[src/sv/bammt_pkg.sv]
// ============================================================================
// bammt_pkg - shared definitions for the block average / min / max tracker
// Register map, reset values and the command and status bundles that run
// between the controller and the datapath.
// ============================================================================
package bammt_pkg;

  // default widths for the top-level parameters
  localparam int COUNT_BITS_DEFAULT  = 16;
  localparam int SAMPLE_BITS_DEFAULT = 32;

  // configuration port
  localparam int CFG_INDEX_BITS = 2;
  localparam int CFG_DATA_BITS  = 32;
  localparam int WINDOW_BITS    = 16;
  localparam int CODE_BITS      = 32;

  // register indexes
  localparam logic [CFG_INDEX_BITS-1:0] REG_WINDOW_LENGTH = 2'd0;
  localparam logic [CFG_INDEX_BITS-1:0] REG_INVALID_CODE  = 2'd1;

  // register reset values (invalid code is minus one in Q16.16)
  localparam logic [WINDOW_BITS-1:0]      WINDOW_RESET  = 16'd1;
  localparam logic signed [CODE_BITS-1:0] INVALID_RESET = -32'sd65536;

  // controller to datapath
  typedef struct packed {
    logic load_sample;  // capture the accepted sample
    logic update;       // min/max and block accumulation
    logic prep;         // take magnitude of the dividend
    logic div_step;     // one quotient bit
    logic load_out;     // fix sign and load result registers
  } cmd_t;

  // datapath to controller
  typedef struct packed {
    logic div_last;     // final quotient bit in this cycle
  } status_t;

endpackage

[src/sv/bammt_ctrl.sv]
// ============================================================================
// bammt_ctrl - sequencing controller
// Walks each accepted sample through update, divider set-up, the bit-serial
// divide and the result hand-over. Owns the result valid flag.
// ============================================================================
module bammt_ctrl (
  input  logic                clk,
  input  logic                rst,
  input  logic                item_valid,
  output logic                item_ready,
  output logic                result_valid,
  input  logic                result_ready,
  output bammt_pkg::cmd_t     cmd,
  input  bammt_pkg::status_t  status
);

  localparam logic [2:0] ST_IDLE   = 3'd0;
  localparam logic [2:0] ST_UPDATE = 3'd1;
  localparam logic [2:0] ST_PREP   = 3'd2;
  localparam logic [2:0] ST_DIV    = 3'd3;
  localparam logic [2:0] ST_EMIT   = 3'd4;

  logic [2:0] state;
  logic [2:0] state_next;
  logic       out_free;

  // output register can take a new result
  assign out_free   = !result_valid || result_ready;
  assign item_ready = (state == ST_IDLE);

  // next state and commands
  always_comb begin
    cmd        = '0;
    state_next = state;
    case (state)
      ST_IDLE: begin
        if (item_valid) begin
          cmd.load_sample = 1'b1;
          state_next      = ST_UPDATE;
        end
      end
      ST_UPDATE: begin
        cmd.update = 1'b1;
        state_next = ST_PREP;
      end
      ST_PREP: begin
        cmd.prep   = 1'b1;
        state_next = ST_DIV;
      end
      ST_DIV: begin
        cmd.div_step = 1'b1;
        if (status.div_last) begin
          state_next = ST_EMIT;
        end
      end
      ST_EMIT: begin
        if (out_free) begin
          cmd.load_out = 1'b1;
          state_next   = ST_IDLE;
        end
      end
      default: begin
        state_next = ST_IDLE;
      end
    endcase
  end

  // state register
  always_ff @(posedge clk) begin
    if (rst) begin
      state <= ST_IDLE;
    end else begin
      state <= state_next;
    end
  end

  // result valid flag
  always_ff @(posedge clk) begin
    if (rst) begin
      result_valid <= 1'b0;
    end else if (cmd.load_out) begin
      result_valid <= 1'b1;
    end else if (result_ready) begin
      result_valid <= 1'b0;
    end
  end

  // an accepted request always goes to the update step
  a_accept_update: assert property (@(posedge clk) disable iff (rst)
    item_valid && item_ready |=> state == ST_UPDATE)
    else $error("accepted request did not start an update");

  // the divider's last bit hands over to the result stage
  a_div_to_emit: assert property (@(posedge clk) disable iff (rst)
    state == ST_DIV && status.div_last |=> state == ST_EMIT)
    else $error("divider finish did not reach the result stage");

  // loading a result raises result valid
  a_load_valid: assert property (@(posedge clk) disable iff (rst)
    cmd.load_out |=> result_valid)
    else $error("result loaded without result valid");

  // a finished result waits while the output register is occupied
  a_emit_hold: assert property (@(posedge clk) disable iff (rst)
    state == ST_EMIT && result_valid && !result_ready |=> state == ST_EMIT)
    else $error("result stage left while output register was full");

endmodule

[src/sv/bammt_datapath.sv]
// ============================================================================
// bammt_datapath - tracker state, radix-2 divider and result registers
// Holds the configuration, the block accumulator, min/max and the
// restoring divider that forms the block average.
// ============================================================================
module bammt_datapath #(
  parameter int COUNT_BITS  = bammt_pkg::COUNT_BITS_DEFAULT,
  parameter int SAMPLE_BITS = bammt_pkg::SAMPLE_BITS_DEFAULT
) (
  input  logic                                  clk,
  input  logic                                  rst,
  input  bammt_pkg::cmd_t                       cmd,
  output bammt_pkg::status_t                    status,
  input  logic                                  cfg_we,
  input  logic [bammt_pkg::CFG_INDEX_BITS-1:0]  cfg_index,
  input  logic [bammt_pkg::CFG_DATA_BITS-1:0]   cfg_data,
  input  logic signed [SAMPLE_BITS-1:0]         sample,
  output logic signed [SAMPLE_BITS-1:0]         block_average,
  output logic                                  block_done,
  output logic [COUNT_BITS-1:0]                 valid_in_block,
  output logic signed [SAMPLE_BITS-1:0]         lowest_seen,
  output logic signed [SAMPLE_BITS-1:0]         highest_seen,
  output logic [SAMPLE_BITS-1:0]                spread,
  output logic signed [SAMPLE_BITS-1:0]         midpoint
);

  localparam int SUM_BITS  = SAMPLE_BITS + COUNT_BITS;
  localparam int CMP_BITS  = (SAMPLE_BITS > bammt_pkg::CODE_BITS) ?
                             SAMPLE_BITS : bammt_pkg::CODE_BITS;
  localparam int POS_BITS  = (COUNT_BITS > bammt_pkg::WINDOW_BITS) ?
                             COUNT_BITS : bammt_pkg::WINDOW_BITS;
  localparam int STEP_BITS = $clog2(SUM_BITS);
  localparam logic [STEP_BITS-1:0] STEP_LAST = STEP_BITS'(SUM_BITS - 1);

  // configuration
  logic [bammt_pkg::WINDOW_BITS-1:0]      window_length;
  logic signed [bammt_pkg::CODE_BITS-1:0] invalid_code;

  // tracker state
  logic signed [SAMPLE_BITS-1:0] sample_q;
  logic [COUNT_BITS-1:0]         block_position;
  logic [COUNT_BITS-1:0]         valid_count;
  logic signed [SUM_BITS-1:0]    block_sum;
  logic signed [SAMPLE_BITS-1:0] running_min;
  logic signed [SAMPLE_BITS-1:0] running_max;
  logic                          seen_any;

  // divider and pending result
  logic [SUM_BITS-1:0]   div_quo;
  logic [COUNT_BITS-1:0] div_rem;
  logic [COUNT_BITS-1:0] div_den;
  logic [STEP_BITS-1:0]  div_step;
  logic                  div_neg;
  logic                  div_zero;
  logic                  done_q;
  logic [COUNT_BITS-1:0] count_q;

  // update logic
  logic signed [CMP_BITS-1:0]    s_ext;
  logic signed [CMP_BITS-1:0]    inv_ext;
  logic                          is_valid;
  logic signed [SAMPLE_BITS-1:0] min_next;
  logic signed [SAMPLE_BITS-1:0] max_next;
  logic signed [SUM_BITS-1:0]    sum_next;
  logic [COUNT_BITS-1:0]         count_next;
  logic [COUNT_BITS-1:0]         pos_next;
  logic [bammt_pkg::WINDOW_BITS-1:0] win_eff;
  logic                          done_next;

  // divider step and result shaping
  logic [COUNT_BITS:0]           rem_shift;
  logic [COUNT_BITS+1:0]         trial;
  logic [SUM_BITS-1:0]           quo_signed;
  logic [SAMPLE_BITS-1:0]        avg_next;
  logic signed [SAMPLE_BITS:0]   mid_total;

  // min, max and block accumulation for the captured sample
  always_comb begin
    s_ext    = CMP_BITS'(sample_q);
    inv_ext  = CMP_BITS'(invalid_code);
    is_valid = (s_ext != inv_ext);
    min_next = (!seen_any || sample_q < running_min) ? sample_q : running_min;
    max_next = (!seen_any || sample_q > running_max) ? sample_q : running_max;
    sum_next   = is_valid ? block_sum + SUM_BITS'(sample_q) : block_sum;
    count_next = is_valid ? valid_count + 1'b1 : valid_count;
    pos_next   = block_position + 1'b1;
    win_eff    = (window_length == '0) ? bammt_pkg::WINDOW_BITS'(1) : window_length;
    done_next  = (POS_BITS'(pos_next) >= POS_BITS'(win_eff));
  end

  // one restoring step: shift in the next dividend bit, subtract if it fits
  always_comb begin
    rem_shift = {div_rem, div_quo[SUM_BITS-1]};
    trial     = {1'b0, rem_shift} - {2'b00, div_den};
  end

  assign status.div_last = (div_step == STEP_LAST);

  // sign restore and result fields
  always_comb begin
    quo_signed = div_neg ? (~div_quo + 1'b1) : div_quo;
    avg_next   = div_zero ? '0 : quo_signed[SAMPLE_BITS-1:0];
    mid_total  = (SAMPLE_BITS+1)'(running_min) + (SAMPLE_BITS+1)'(running_max);
  end

  // configuration and tracker state
  always_ff @(posedge clk) begin
    if (rst) begin
      window_length  <= bammt_pkg::WINDOW_RESET;
      invalid_code   <= bammt_pkg::INVALID_RESET;
      block_position <= '0;
      valid_count    <= '0;
      block_sum      <= '0;
      running_min    <= '0;
      running_max    <= '0;
      seen_any       <= 1'b0;
    end else begin
      if (cmd.update) begin
        running_min <= min_next;
        running_max <= max_next;
        seen_any    <= 1'b1;
        if (done_next) begin
          block_position <= '0;
          block_sum      <= '0;
          valid_count    <= '0;
        end else begin
          block_position <= pos_next;
          block_sum      <= sum_next;
          valid_count    <= count_next;
        end
      end
      // writing the window length restarts the block position
      if (cfg_we && cfg_index == bammt_pkg::REG_WINDOW_LENGTH) begin
        window_length  <= cfg_data[bammt_pkg::WINDOW_BITS-1:0];
        block_position <= '0;
      end
      if (cfg_we && cfg_index == bammt_pkg::REG_INVALID_CODE) begin
        invalid_code <= cfg_data[bammt_pkg::CODE_BITS-1:0];
      end
    end
  end

  // sample capture and divider
  always_ff @(posedge clk) begin
    if (cmd.load_sample) begin
      sample_q <= sample;
    end
    if (cmd.update) begin
      div_quo  <= sum_next;
      div_den  <= count_next;
      div_zero <= (count_next == '0);
      count_q  <= count_next;
      done_q   <= done_next;
    end
    if (cmd.prep) begin
      div_neg  <= div_quo[SUM_BITS-1];
      div_quo  <= div_quo[SUM_BITS-1] ? (~div_quo + 1'b1) : div_quo;
      div_rem  <= '0;
      div_step <= '0;
    end
    if (cmd.div_step) begin
      if (!trial[COUNT_BITS+1]) begin
        div_rem <= trial[COUNT_BITS-1:0];
      end else begin
        div_rem <= rem_shift[COUNT_BITS-1:0];
      end
      div_quo  <= {div_quo[SUM_BITS-2:0], ~trial[COUNT_BITS+1]};
      div_step <= div_step + 1'b1;
    end
  end

  // result registers
  always_ff @(posedge clk) begin
    if (cmd.load_out) begin
      block_average  <= avg_next;
      block_done     <= done_q;
      valid_in_block <= count_q;
      lowest_seen    <= running_min;
      highest_seen   <= running_max;
      spread         <= running_max - running_min;
      midpoint       <= mid_total[SAMPLE_BITS:1];
    end
  end

endmodule

[src/sv/block_average_min_max_tracker.sv]
// ============================================================================
// block_average_min_max_tracker - block averaging with running min and max
// Top level: controller, datapath and the port wiring.
// ============================================================================
// Each accepted sample is processed in turn: the sample is captured, the
// accumulators are updated, the dividend magnitude is taken, the restoring
// divider forms the block average one quotient bit per cycle over the full
// SAMPLE_BITS + COUNT_BITS block sum, and the result register is loaded once
// the output register is free. A new sample is taken as soon as the previous
// one has been loaded into the result register, even if that result has not
// been collected yet.
// Configuration writes are taken at any time and should only be issued while
// the block is idle.
module block_average_min_max_tracker #(
  parameter int COUNT_BITS  = bammt_pkg::COUNT_BITS_DEFAULT,
  parameter int SAMPLE_BITS = bammt_pkg::SAMPLE_BITS_DEFAULT
) (
  input  logic                                  clk,
  input  logic                                  rst,
  // configuration write channel
  input  logic                                  cfg_valid,
  output logic                                  cfg_ready,
  input  logic [bammt_pkg::CFG_INDEX_BITS-1:0]  cfg_index,
  input  logic [bammt_pkg::CFG_DATA_BITS-1:0]   cfg_data,
  // sample requests
  input  logic                                  item_valid,
  output logic                                  item_ready,
  input  logic signed [SAMPLE_BITS-1:0]         sample,
  // result requests
  output logic                                  result_valid,
  input  logic                                  result_ready,
  output logic signed [SAMPLE_BITS-1:0]         block_average,
  output logic                                  block_done,
  output logic [COUNT_BITS-1:0]                 valid_in_block,
  output logic signed [SAMPLE_BITS-1:0]         lowest_seen,
  output logic signed [SAMPLE_BITS-1:0]         highest_seen,
  output logic [SAMPLE_BITS-1:0]                spread,
  output logic signed [SAMPLE_BITS-1:0]         midpoint
);

  bammt_pkg::cmd_t    cmd;
  bammt_pkg::status_t status;

  // registers are always writable
  assign cfg_ready = 1'b1;

  bammt_ctrl u_ctrl (
    .clk          (clk),
    .rst          (rst),
    .item_valid   (item_valid),
    .item_ready   (item_ready),
    .result_valid (result_valid),
    .result_ready (result_ready),
    .cmd          (cmd),
    .status       (status)
  );

  bammt_datapath #(
    .COUNT_BITS  (COUNT_BITS),
    .SAMPLE_BITS (SAMPLE_BITS)
  ) u_datapath (
    .clk            (clk),
    .rst            (rst),
    .cmd            (cmd),
    .status         (status),
    .cfg_we         (cfg_valid && cfg_ready),
    .cfg_index      (cfg_index),
    .cfg_data       (cfg_data),
    .sample         (sample),
    .block_average  (block_average),
    .block_done     (block_done),
    .valid_in_block (valid_in_block),
    .lowest_seen    (lowest_seen),
    .highest_seen   (highest_seen),
    .spread         (spread),
    .midpoint       (midpoint)
  );

endmodule

[config.mk]
export PLATFORM = sky130hd
export DESIGN_NAME = block_average_min_max_tracker
export DESIGN_NICKNAME = d
export VERILOG_FILES = /design/src/sv/bammt_pkg.sv /design/src/sv/bammt_ctrl.sv /design/src/sv/bammt_datapath.sv /design/src/sv/block_average_min_max_tracker.sv
export SDC_FILE = /design/constraint.sdc
export NUM_CORES = 1
export LEC_CHECK = 0
export BUFFER_PORTS_ARGS = -buffer_cell sky130_fd_sc_hd__buf_2
export CORE_UTILIZATION = 40
export CTS_BUF_LIST = sky130_fd_sc_hd__clkbuf_4 sky130_fd_sc_hd__clkbuf_8 sky130_fd_sc_hd__clkbuf_16
export DETAILED_ROUTE_END_ITERATION = 16
export MAX_ROUTING_LAYER = met4
export PLACE_DENSITY_LB_ADDON = 0.15
export SLEW_MARGIN = 5
export SYNTH_ARGS = -nofsm -noshare
export SYNTH_HDL_FRONTEND = slang
export SYNTH_SLANG_ARGS = --single-unit
[constraint.sdc]
create_clock -name clk -period 11.17 [get_ports clk]
set_clock_uncertainty 0.05 [all_clocks]
set_input_delay 0.5585 -clock clk [delete_from_list [all_inputs] [get_ports clk]]
set_output_delay 0.5585 -clock clk [all_outputs]
set_load 0.02 [all_outputs]
**After elaboration in Yosys (flattened, before gate mapping)**

Cells that the tools add are included.

- Multiplexer cells: 29
- $lt $le $gt $ge: 3
- Add/subtract/negate cells: 8
- Eq/ne operators: 11
- Reductions and logical operators: 19
- Bitwise logic cells: 2

Operators by type and width:

| cell | count |
|---|---|
| $mux W48 | 6 |
| $mux W16 | 7 |
| $add A48 B1 Y48 const B | 1 |
| $add A48 B32 Y48 | 1 |
| $not A48 Y48 | 1 |
| $add A32 B32 Y33 | 1 |
| $add A16 B1 Y16 const B | 2 |
| $gt A32 B32 Y1 | 1 |
| $logic_not A16 Y1 | 2 |
| $lt A32 B32 Y1 | 1 |
| $mux W32 | 1 |
| $ne A32 B32 Y1 | 1 |
| $sub A32 B32 Y32 | 1 |
| $sub A17 B16 Y18 | 1 |
| $ge A16 B16 Y1 | 1 |
| $pmux W3 S5 | 1 |
| $mux W6 | 2 |
| $mux W1 | 9 |
| $mux W3 | 3 |
| $add A6 B1 Y6 const B | 1 |
| $eq A3 B2 Y1 const B | 2 |
| $eq A6 B6 Y1 const B | 1 |
| $reduce_and A2 Y1 | 3 |
| $ne A2 B2 Y1 const B | 2 |
| other kinds (15) | 20 |

- Input bits: 71
- Logic and storage cells: 98
- Flip-flop bits (word level): 495

**Longest topological paths before layout**

Gate-level depths: netlist (run 1).

- Depth in word-level cells: 5
- Depth in mapped cells: 20
- Mapped depth without buffers: 18

**By module**

From an unflattened synthesis (run 1), not the netlist that was laid out.

- Cells, all modules: 2,932
- Area, all modules: 28,322.2 um^2

Modules (own cells, without submodules):

| module | instances | area an instance (um^2) | cells an instance |
|---|---|---|---|
| bammt_datapath | 1 | 28,088.2 | 2,906 |
| bammt_ctrl | 1 | 222.7 | 24 |
| block_average_min_max_tracker | 1 | 11.3 | 2 |

**Worst setup path after synthesis (run 1)**

No wires, ideal clock.

- Kind: register -> register
- Start point: register u_ctrl.state[1]
- End point: register u_datapath.block_average[0] (enable)
- Period minus slack after synthesis: 8.842 ns
- Path slack: 2.328 ns
- Arrival: 8.076 ns
- Buffers on the path: 1
- Setup time: 0.716 ns
- Cell stages (with the launch flop): 5
- Cells stage by stage: dfxtp_1 > clkbuf_1 > nor2_1 > nand2_1 > nor2_1

RTL lines:

| what | line | RTL |
|---|---|---|
| start, declared | bammt_ctrl.sv:23 | `logic [2:0] state;` |
| start signal, assigned | bammt_ctrl.sv:73 | `state <= state_next;` |
| end signal, assigned | bammt_datapath.sv:175 | `block_average <= avg_next;` |
| end, declared | bammt_datapath.sv:18 | `output logic signed [SAMPLE_BITS-1:0] block_average,` |

**Worst setup path after layout (run 1)**

- Start point: register u_datapath.block_position[0]
- End point: register u_datapath.block_position[5]

- Cells in the longest elaborated chain, start to end: 3

Ends and longest elaborated chain:

| what | line | RTL |
|---|---|---|
| start, declared | bammt_datapath.sv:41 | `logic [COUNT_BITS-1:0] block_position;` |
| start signal, assigned | bammt_datapath.sv:127 | `block_position <= pos_next;` |
| $add A16 B1 Y16 (*) | bammt_datapath.sv:86 | `pos_next = block_position + 1'b1;` |
| $ge A16 B16 Y1 | bammt_datapath.sv:88 | `done_next = (POS_BITS'(pos_next) >= POS_BITS'(win_eff));` |
| $mux W16 (*) | bammt_datapath.sv:122 | `if (done_next) begin` |

Mark *: on every way between the ends. The rest lies on a longest branch, timed or not.
A chain may end at the register's enable or synchronous reset.

==> impl_metrics.ini, run 1 <==
[yosys]
syn-num-nets = 3237
synth-main-ff-cell = edfxtp_1
synth_top_family_by_area = simple AND/OR/NAND/NOR gates
syn-cell-area_mm2 = 0.0285
postSynth.asyncResetShare_pct = 0
synth_edf_count = 298
synthCells = 2953
avgSynthCellArea_um2 = 9.64
yosysWarningCount = 0
muxShareOfSynthArea_pct = 3.15
synth_seq_area_share_pct = 45.3
synthSimpleGateAreaFrac_pct = 15.5
synth_xor_area_share_pct = 7.04
synth-seq-cells = 495
synth-adder-area-share_pct = 9.47
yosysUniqueCellTypes = 86
synth_compound_area_share_pct = 15.4

[worst_setup_path]
path_max_fanout = 25
path_cells = ha_1 > and3_1 > nand2_1 > nor2_1 > and3_1 > and3_1 > xor2_1 > ha_1 > a21o_1 > a21oi_1 > nor2_1 > a211oi_1 > inv_1 > nor2_1 > buf_4 > nand2_1 > or3_1 > a21oi_1
crit_required_ps = 11650
r2r-start = u_datapath.block_position[0]
cp.arrival_ps = 5000
reg2reg_slack_ps = 6650
critPathLaunchType = flip-flop
crit_start = u_datapath.block_position[0]
max_stage_delay_ps = 460
end_kind = flip-flop
critical_path_class = flip-flop to flip-flop
critical_path.slowest_cell = or3_1

[timing]
fin_hold_ws_ps = 62.8
fin_crit_sh_pct = 40.4
tns_ps = 0
rsz0062_at_grt = no
min_period_ps = 4520
hold_viol = 0
drv_slew = 0
fmaxAchievable_ghz = 0.221
tightest_slew_ps = 1070
finalSetupViolations = 0
slew-limit-headroom_pct = 28.7

[die]
core-area_mm2 = 0.0703
core.rowCount = 97
dieArea_mm2 = 0.0722
die_y_um = 269
start_util_pct = 40.5
die_w_um = 269
ioPinCount = 251

[cts]
cts_resized = 0
clockRootBuffer = clkbuf_16
cts_tree = built
clkLatencyLatePin_ps = 620
h-tree-depth = 2
post_cts_buffers = 0
path_clk_slew_ps = 60
holdBufCountCts = 0
clock_sinks = 495
numCtsBuffers = 57
cts_buffer_depth = 3

[place]
portBuffers = 249
dpl.hpwl_mm = 60.8
gp_congestion = 0.918

[route]
viasPerCell = 5.52
firstDrtPassIters = 6
wl_mm = 82.9
drc = 0
ant_nets = 0
via_count = 22800
wl_per_cell_um = 20.1
drt_iter0_markers = 1838

[power_and_ir_drop]
p_leak_nw = 13.5
power_density_mw_per_mm2 = 165
ir_drop_v = 0.000120
fin_total_pwr_w = 0.00538

[outcome]
status = completed

[grt]
grt_pass1_wl_mm = 127
globalRouteOverflowTotal = 0
grt_pass1_vias = 21900
antenna_found_initial = 1
grt.total_usage_pct = 23.3
grt_start_max_net_pins = 144

[finish]
area_growth_pct = 14.3
layout.nets = 3421
layout-drive-gt1-share_pct = 13.0

[worst_hold_path]
hp-class = primary input to flip-flop
hold_path.startpoint = sample[31]

[job]
maxCapViolCount = 0
metal layers:
| metal | wire length, um | global-route usage [%] | part of all wire (%) | vias up |
|---|---|---|---|---|
| met5 | 0 | - | 0 | - |
| met4 | 2390 | 7.09 | 2.9 | 0 |
| met3 | 4350 | 3.76 | 5.2 | 118 |
| met2 | 38300 | 36.7 | 46 | 637 |
| met1 | 37800 | 30.7 | 46 | 11000 |
| li1 | - | - | - | 11000 |
power by group:
| group | switching [W] | internal (W) |
|---|---|---|
| clock | 0.000793 | 0.00119 |
| sequential | 0.000163 | 0.00210 |
| combinational | 0.000679 | 0.000455 |
kinds of logic after synthesis:
| logic type | count (synthesis) |
|---|---|
| adder cells (fa/ha/maj) | 213 |
| multiplexers | 89 |
| XOR/XNOR | 229 |
| other | 1 |
| AO/OA/AOI/OAI | 673 |
| AND/OR/NAND/NOR | 948 |
| buffers and inverters | 305 |
| flip-flops | 495 |
cells in the final DEF (no fill, tap or decap), types with 9 or more instances in the layout:
cell type	synthesis	routed
a211o_1	9	9
or3_1	20	20
dfxtp_1	197	197
nand2b_1	29	28
edfxtp_1	298	298
nand3_1	63	62
a222oi_1	13	13
nor2_1	338	336
nor2b_1	21	21
a22oi_1	30	30
a21o_1	74	74
a211oi_1	16	16
and3_1	30	30
o21a_1	16	16
nor3_1	50	49
nand2_1	261	260
buf_4	3	22
nand3b_1	30	30
clkinv_2	0	14
o21ai_0	112	112
a221oi_1	12	12
o21bai_1	22	22
nand4_1	36	36
inv_1	158	158
clkbuf_16	0	60
a21oi_1	229	229
ha_1	209	209
buf_2	6	248
xor2_1	87	87
mux2i_1	84	84
a31oi_1	15	15
a2bb2oi_1	10	10
nor4_1	18	17
xnor2_1	142	142
clkbuf_4	0	10
critical path: cells and delay by family, from the launching register on:
family | cells | cell delay (ps)
and+or+nand+nor | 9 | 2130
AOI/OAI and AO/OA | 4 | 670
adders and majority gates | 2 | 520
buffers and inverters | 2 | 490
DFF | 1 | 400
xor gates and xnor gates | 1 | 170
cells in the mapped netlist, types with 8 or more instances:
master | instances | area (um2)
nor2_1 | 338 | 1270
edfxtp_1 | 298 | 8950
nand2_1 | 261 | 980
a21oi_1 | 229 | 1150
ha_1 | 209 | 2620
dfxtp_1 | 197 | 3940
inv_1 | 158 | 593
xnor2_1 | 142 | 1240
clkbuf_1 | 127 | 477
o21ai_0 | 112 | 561
xor2_1 | 87 | 762
mux2i_1 | 84 | 841
a21o_1 | 74 | 556
nand3_1 | 63 | 315
nor3_1 | 50 | 250
nand4_1 | 36 | 225
a22oi_1 | 30 | 225
and3_1 | 30 | 188
nand3b_1 | 30 | 225
nand2b_1 | 29 | 181
o21bai_1 | 22 | 165
nor2b_1 | 21 | 131
or3_1 | 20 | 125
nor4_1 | 18 | 113
a211oi_1 | 16 | 120
o21a_1 | 16 | 120
a31oi_1 | 15 | 93.8
a222oi_1 | 13 | 130
a221oi_1 | 12 | 105
a2bb2oi_1 | 10 | 87.6
and2_1 | 10 | 62.6
buf_1 | 10 | 37.5
a211o_1 | 9 | 78.8
a2111oi_0 | 8 | 70.1
o211ai_1 | 8 | 60.1
o21ai_1 | 8 | 40.0
o31ai_1 | 8 | 60.1
worst paths after layout:
kind	end	depth (start not counted)
setup / recovery	u_datapath.block_position[5]	18
hold / removal	u_datapath.s_ext[31]	1
setup reg to reg	u_datapath.block_position[5]	18
hold reg to reg	u_datapath.valid_count[14]	2
per-stage QoR:
step	worst slack [ps]	cells	utilization, %	cell area, um2
2_1_floorplan	2330	2953	-	28500
4_1_cts	6700	4125	46.3	32500
3_5_place_dp	6710	4018	43.5	30600
5_1_grt	6250	4126	46.3	32500
6_report	6650	4126	46.3	32500
3_3_place_gp	6770	4018	43.5	30600
registers in the layout, indices dropped and copies added (netlist names), 32 cells and up:
| register | cells |
|---|---|
| u_datapath.lowest_seen | 32 |
| u_datapath.inv_ext | 32 |
| u_datapath.s_ext | 32 |
| u_datapath.midpoint | 32 |
| u_datapath.running_min | 32 |
| u_datapath.spread | 32 |
| u_datapath.running_max | 32 |
| u_datapath.div_quo | 48 |
| u_datapath.block_average | 32 |
| u_datapath.highest_seen | 32 |
| u_datapath.block_sum | 48 |
area by class of cell:
| cell class | instances | area, um2 |
|---|---|---|
| Multi-Input combinational cell | 2153 | 14500 |
| Clock inverter | 34 | 373 |
| Sequential cell | 495 | 12900 |
| Clock buffer | 73 | 1620 |
| Tap cell | 940 | 1180 |
| Fill cell | 6652 | 37700 |
| Antenna cell | 1 | 2.50 |
| Timing Repair Buffer | 272 | 1440 |
| Inverter | 158 | 593 |
Power figures use the tool's default switching activity.
==> inputs of run 2 (changes only) <==
Clock period 11.17 ns to 3.9 ns, I/O delays scaled along.
==> run 2 against run 1 <==
Against the previous run: power grew to 2.9 times the previous value; global-route usage up 0.68 points; first-iteration DRC count is 12% higher; count of clock-buffer cells in the layout is 2 higher; critical path type unchanged; largest cell class unchanged.
==> impl_metrics.ini, run 2 (synthesized netlist as in run 1, its figures left out) <==
[outcome]
status = completed

[power_and_ir_drop]
p_leak_nw = 14.3
fin_total_pwr_w = 0.0154
ir_drop_v = 0.000387
power_density_mw_per_mm2 = 449

[cts]
clock_sinks = 495
clkLatencyLatePin_ps = 640
clockRootBuffer = clkbuf_16
h-tree-depth = 2
cts_buffer_depth = 3
path_clk_slew_ps = 70
cts_tree = built
numCtsBuffers = 56

[grt]
grt_pass1_vias = 22800
grt.total_usage_pct = 24.0
grt_pass1_wl_mm = 131
antenna_found_initial = 0
grt_start_max_net_pins = 108
globalRouteOverflowTotal = 0

[timing]
slew-limit-headroom_pct = 32.8
fin_crit_sh_pct = 97.6
min_period_ps = 3810
tightest_slew_ps = 1010
fmaxAchievable_ghz = 0.263
finalSetupViolations = 0
hold_viol = 0
setup_slack_ps = 93.1
drv_slew = 0

[route]
wl_met2_mm = 40.3
firstDrtPassIters = 7
ant_nets = 0
viasPerCell = 5.49
via_count = 23700
drt_iter0_markers = 2062
wl_mm = 85.7
wl_met1_mm = 38.9
wl_per_cell_um = 19.9
wl_met3_mm = 4.38
maxUsedRoutingLayer = met4
drc = 0

[place]
placedInstanceArea_mm2 = 0.0314
dpl.hpwl_mm = 64.3
portBuffers = 249
place_inst = 4128
gp_congestion = 0.916
post-place-ws_ps = -259

[die]
start_util_pct = 40.5
ioPinCount = 251
core-area_mm2 = 0.0703
dieArea_mm2 = 0.0722
die_y_um = 269
core.rowCount = 97
die_w_um = 269

[finish]
layout_commonest_cell = nor2_1
post-route-util_pct = 48.7
instances_no_fill = 4313
layout-drive-gt1-share_pct = 16.1
largestRegisters = u_datapath.block_sum: 48 flops, u_datapath.div_quo: 48 flops
area_growth_pct = 20.2
layout.nets = 3608
final_cell_mix = 334 x nor2_1, 298 x edfxtp_1, 260 x nand2_1
stdcell_area_mm2 = 0.0342
nFillCells = 6529

[worst_setup_path]
worst-path-buf-inv = 0
cp.arrival_ps = 4140
max_stage_delay_ps = 520
end_kind = flip-flop
critPathLaunchType = flip-flop
critical_path.slowest_cell = or3_1
path_delay_family = compound AO/OA/AOI/OAI gates
path_max_fanout = 6
crit_required_ps = 4230
critical_path_class = flip-flop to flip-flop
path_cells = ha_1 > nor2b_1 > o31a_1 > o41a_1 > o211ai_2 > a2111oi_0 > or3_1 > a211o_1 > a31o_2 > o22ai_1 > xor2_1
reg2reg_slack_ps = 90

[worst_hold_path]
hp-class = primary input to flip-flop

[job]
maxCapViolCount = 0
[run 2: cell types whose count changed in the layout (fill, tap and decap cells not counted), moves of 3 or more]
| cell | delta |
|---|---|
| nor2_2 | +3 |
| inv_6 | +3 |
| buf_4 | +107 |
| clkbuf_16 | -3 |
| clkbuf_8 | +7 |
| and3_1 | -3 |
| bufinv_16 | -4 |
| buf_12 | +4 |
| dlygate4sd3_1 | +76 |
[run 2: metal layers]
| layer | track usage (%) | up-vias |
|---|---|---|
| li1 | - | 11400 |
| met1 | 32.4 | 11500 |
| met2 | 38.3 | 707 |
| met3 | 2.49 | 125 |
| met4 | 6.36 | 0 |
| met5 | - | - |
[run 2: final timing paths]
| check | cells past startpoint | to | from |
|---|---|---|---|
| setup / recovery | 11 | u_datapath.spread[31] | u_datapath.running_max[1] |
| hold / removal | 2 | u_datapath.window_length[4] | rst |
| setup reg to reg | 11 | u_datapath.spread[31] | u_datapath.running_max[1] |
| hold reg to reg | 0 | u_datapath.valid_in_block[8] | u_datapath.count_q[8] |
[run 2: area by class of cell]
class | instances | area (um2) | area share [%]
repair buffers | 460 | 3090 | 9.04
inverters | 158 | 593 | 1.73
flip-flops and latches | 495 | 12900 | 37.7
well taps | 940 | 1180 | 3.44
diodes | 1 | 2.50 | 0.00731
multi-input cells | 2153 | 14600 | 42.6
clock buffers | 75 | 1620 | 4.74
clock inverters | 31 | 278 | 0.811
[run 2: power breakdown]
group / total, W / internal [W] / switching [W] / leakage (nW)
clock: 0.00542 / 0.00314 / 0.00228 / 0.958
sequential: 0.00643 / 0.00601 / 0.000420 / 4.38
combinational: 0.00353 / 0.00148 / 0.00205 / 8.99
total: 0.0154 / 0.0106 / 0.00475 / 14.3
[run 2: worst register-to-register path: cells and delay by family, from the launching register on]
kind                     cells  cell delay (ps)
AO/OA/AOI/OAI                7             2010
AND/OR/NAND/NOR              2              660
flip-flops                   1              470
adder cells (fa/ha/maj)      1              290
XOR/XNOR                     1               90
[run 2: stage by stage]
step           hold slack, ps  setup TNS, ps
2_1_floorplan             244              0
3_3_place_gp              325           -375
3_5_place_dp              327           -486
4_1_cts                 0.436              0
5_1_grt                  39.1          -23.4
6_report                 18.8              0
[run 2: timing repair]
item	in CTS	in global routing
pin swaps	0	3
setup buffers	0	2
gates cloned	0	0
hold endpoints to repair	83	0
setup endpoints to repair	7	87
resized for setup	6	25
hold buffers	76	0
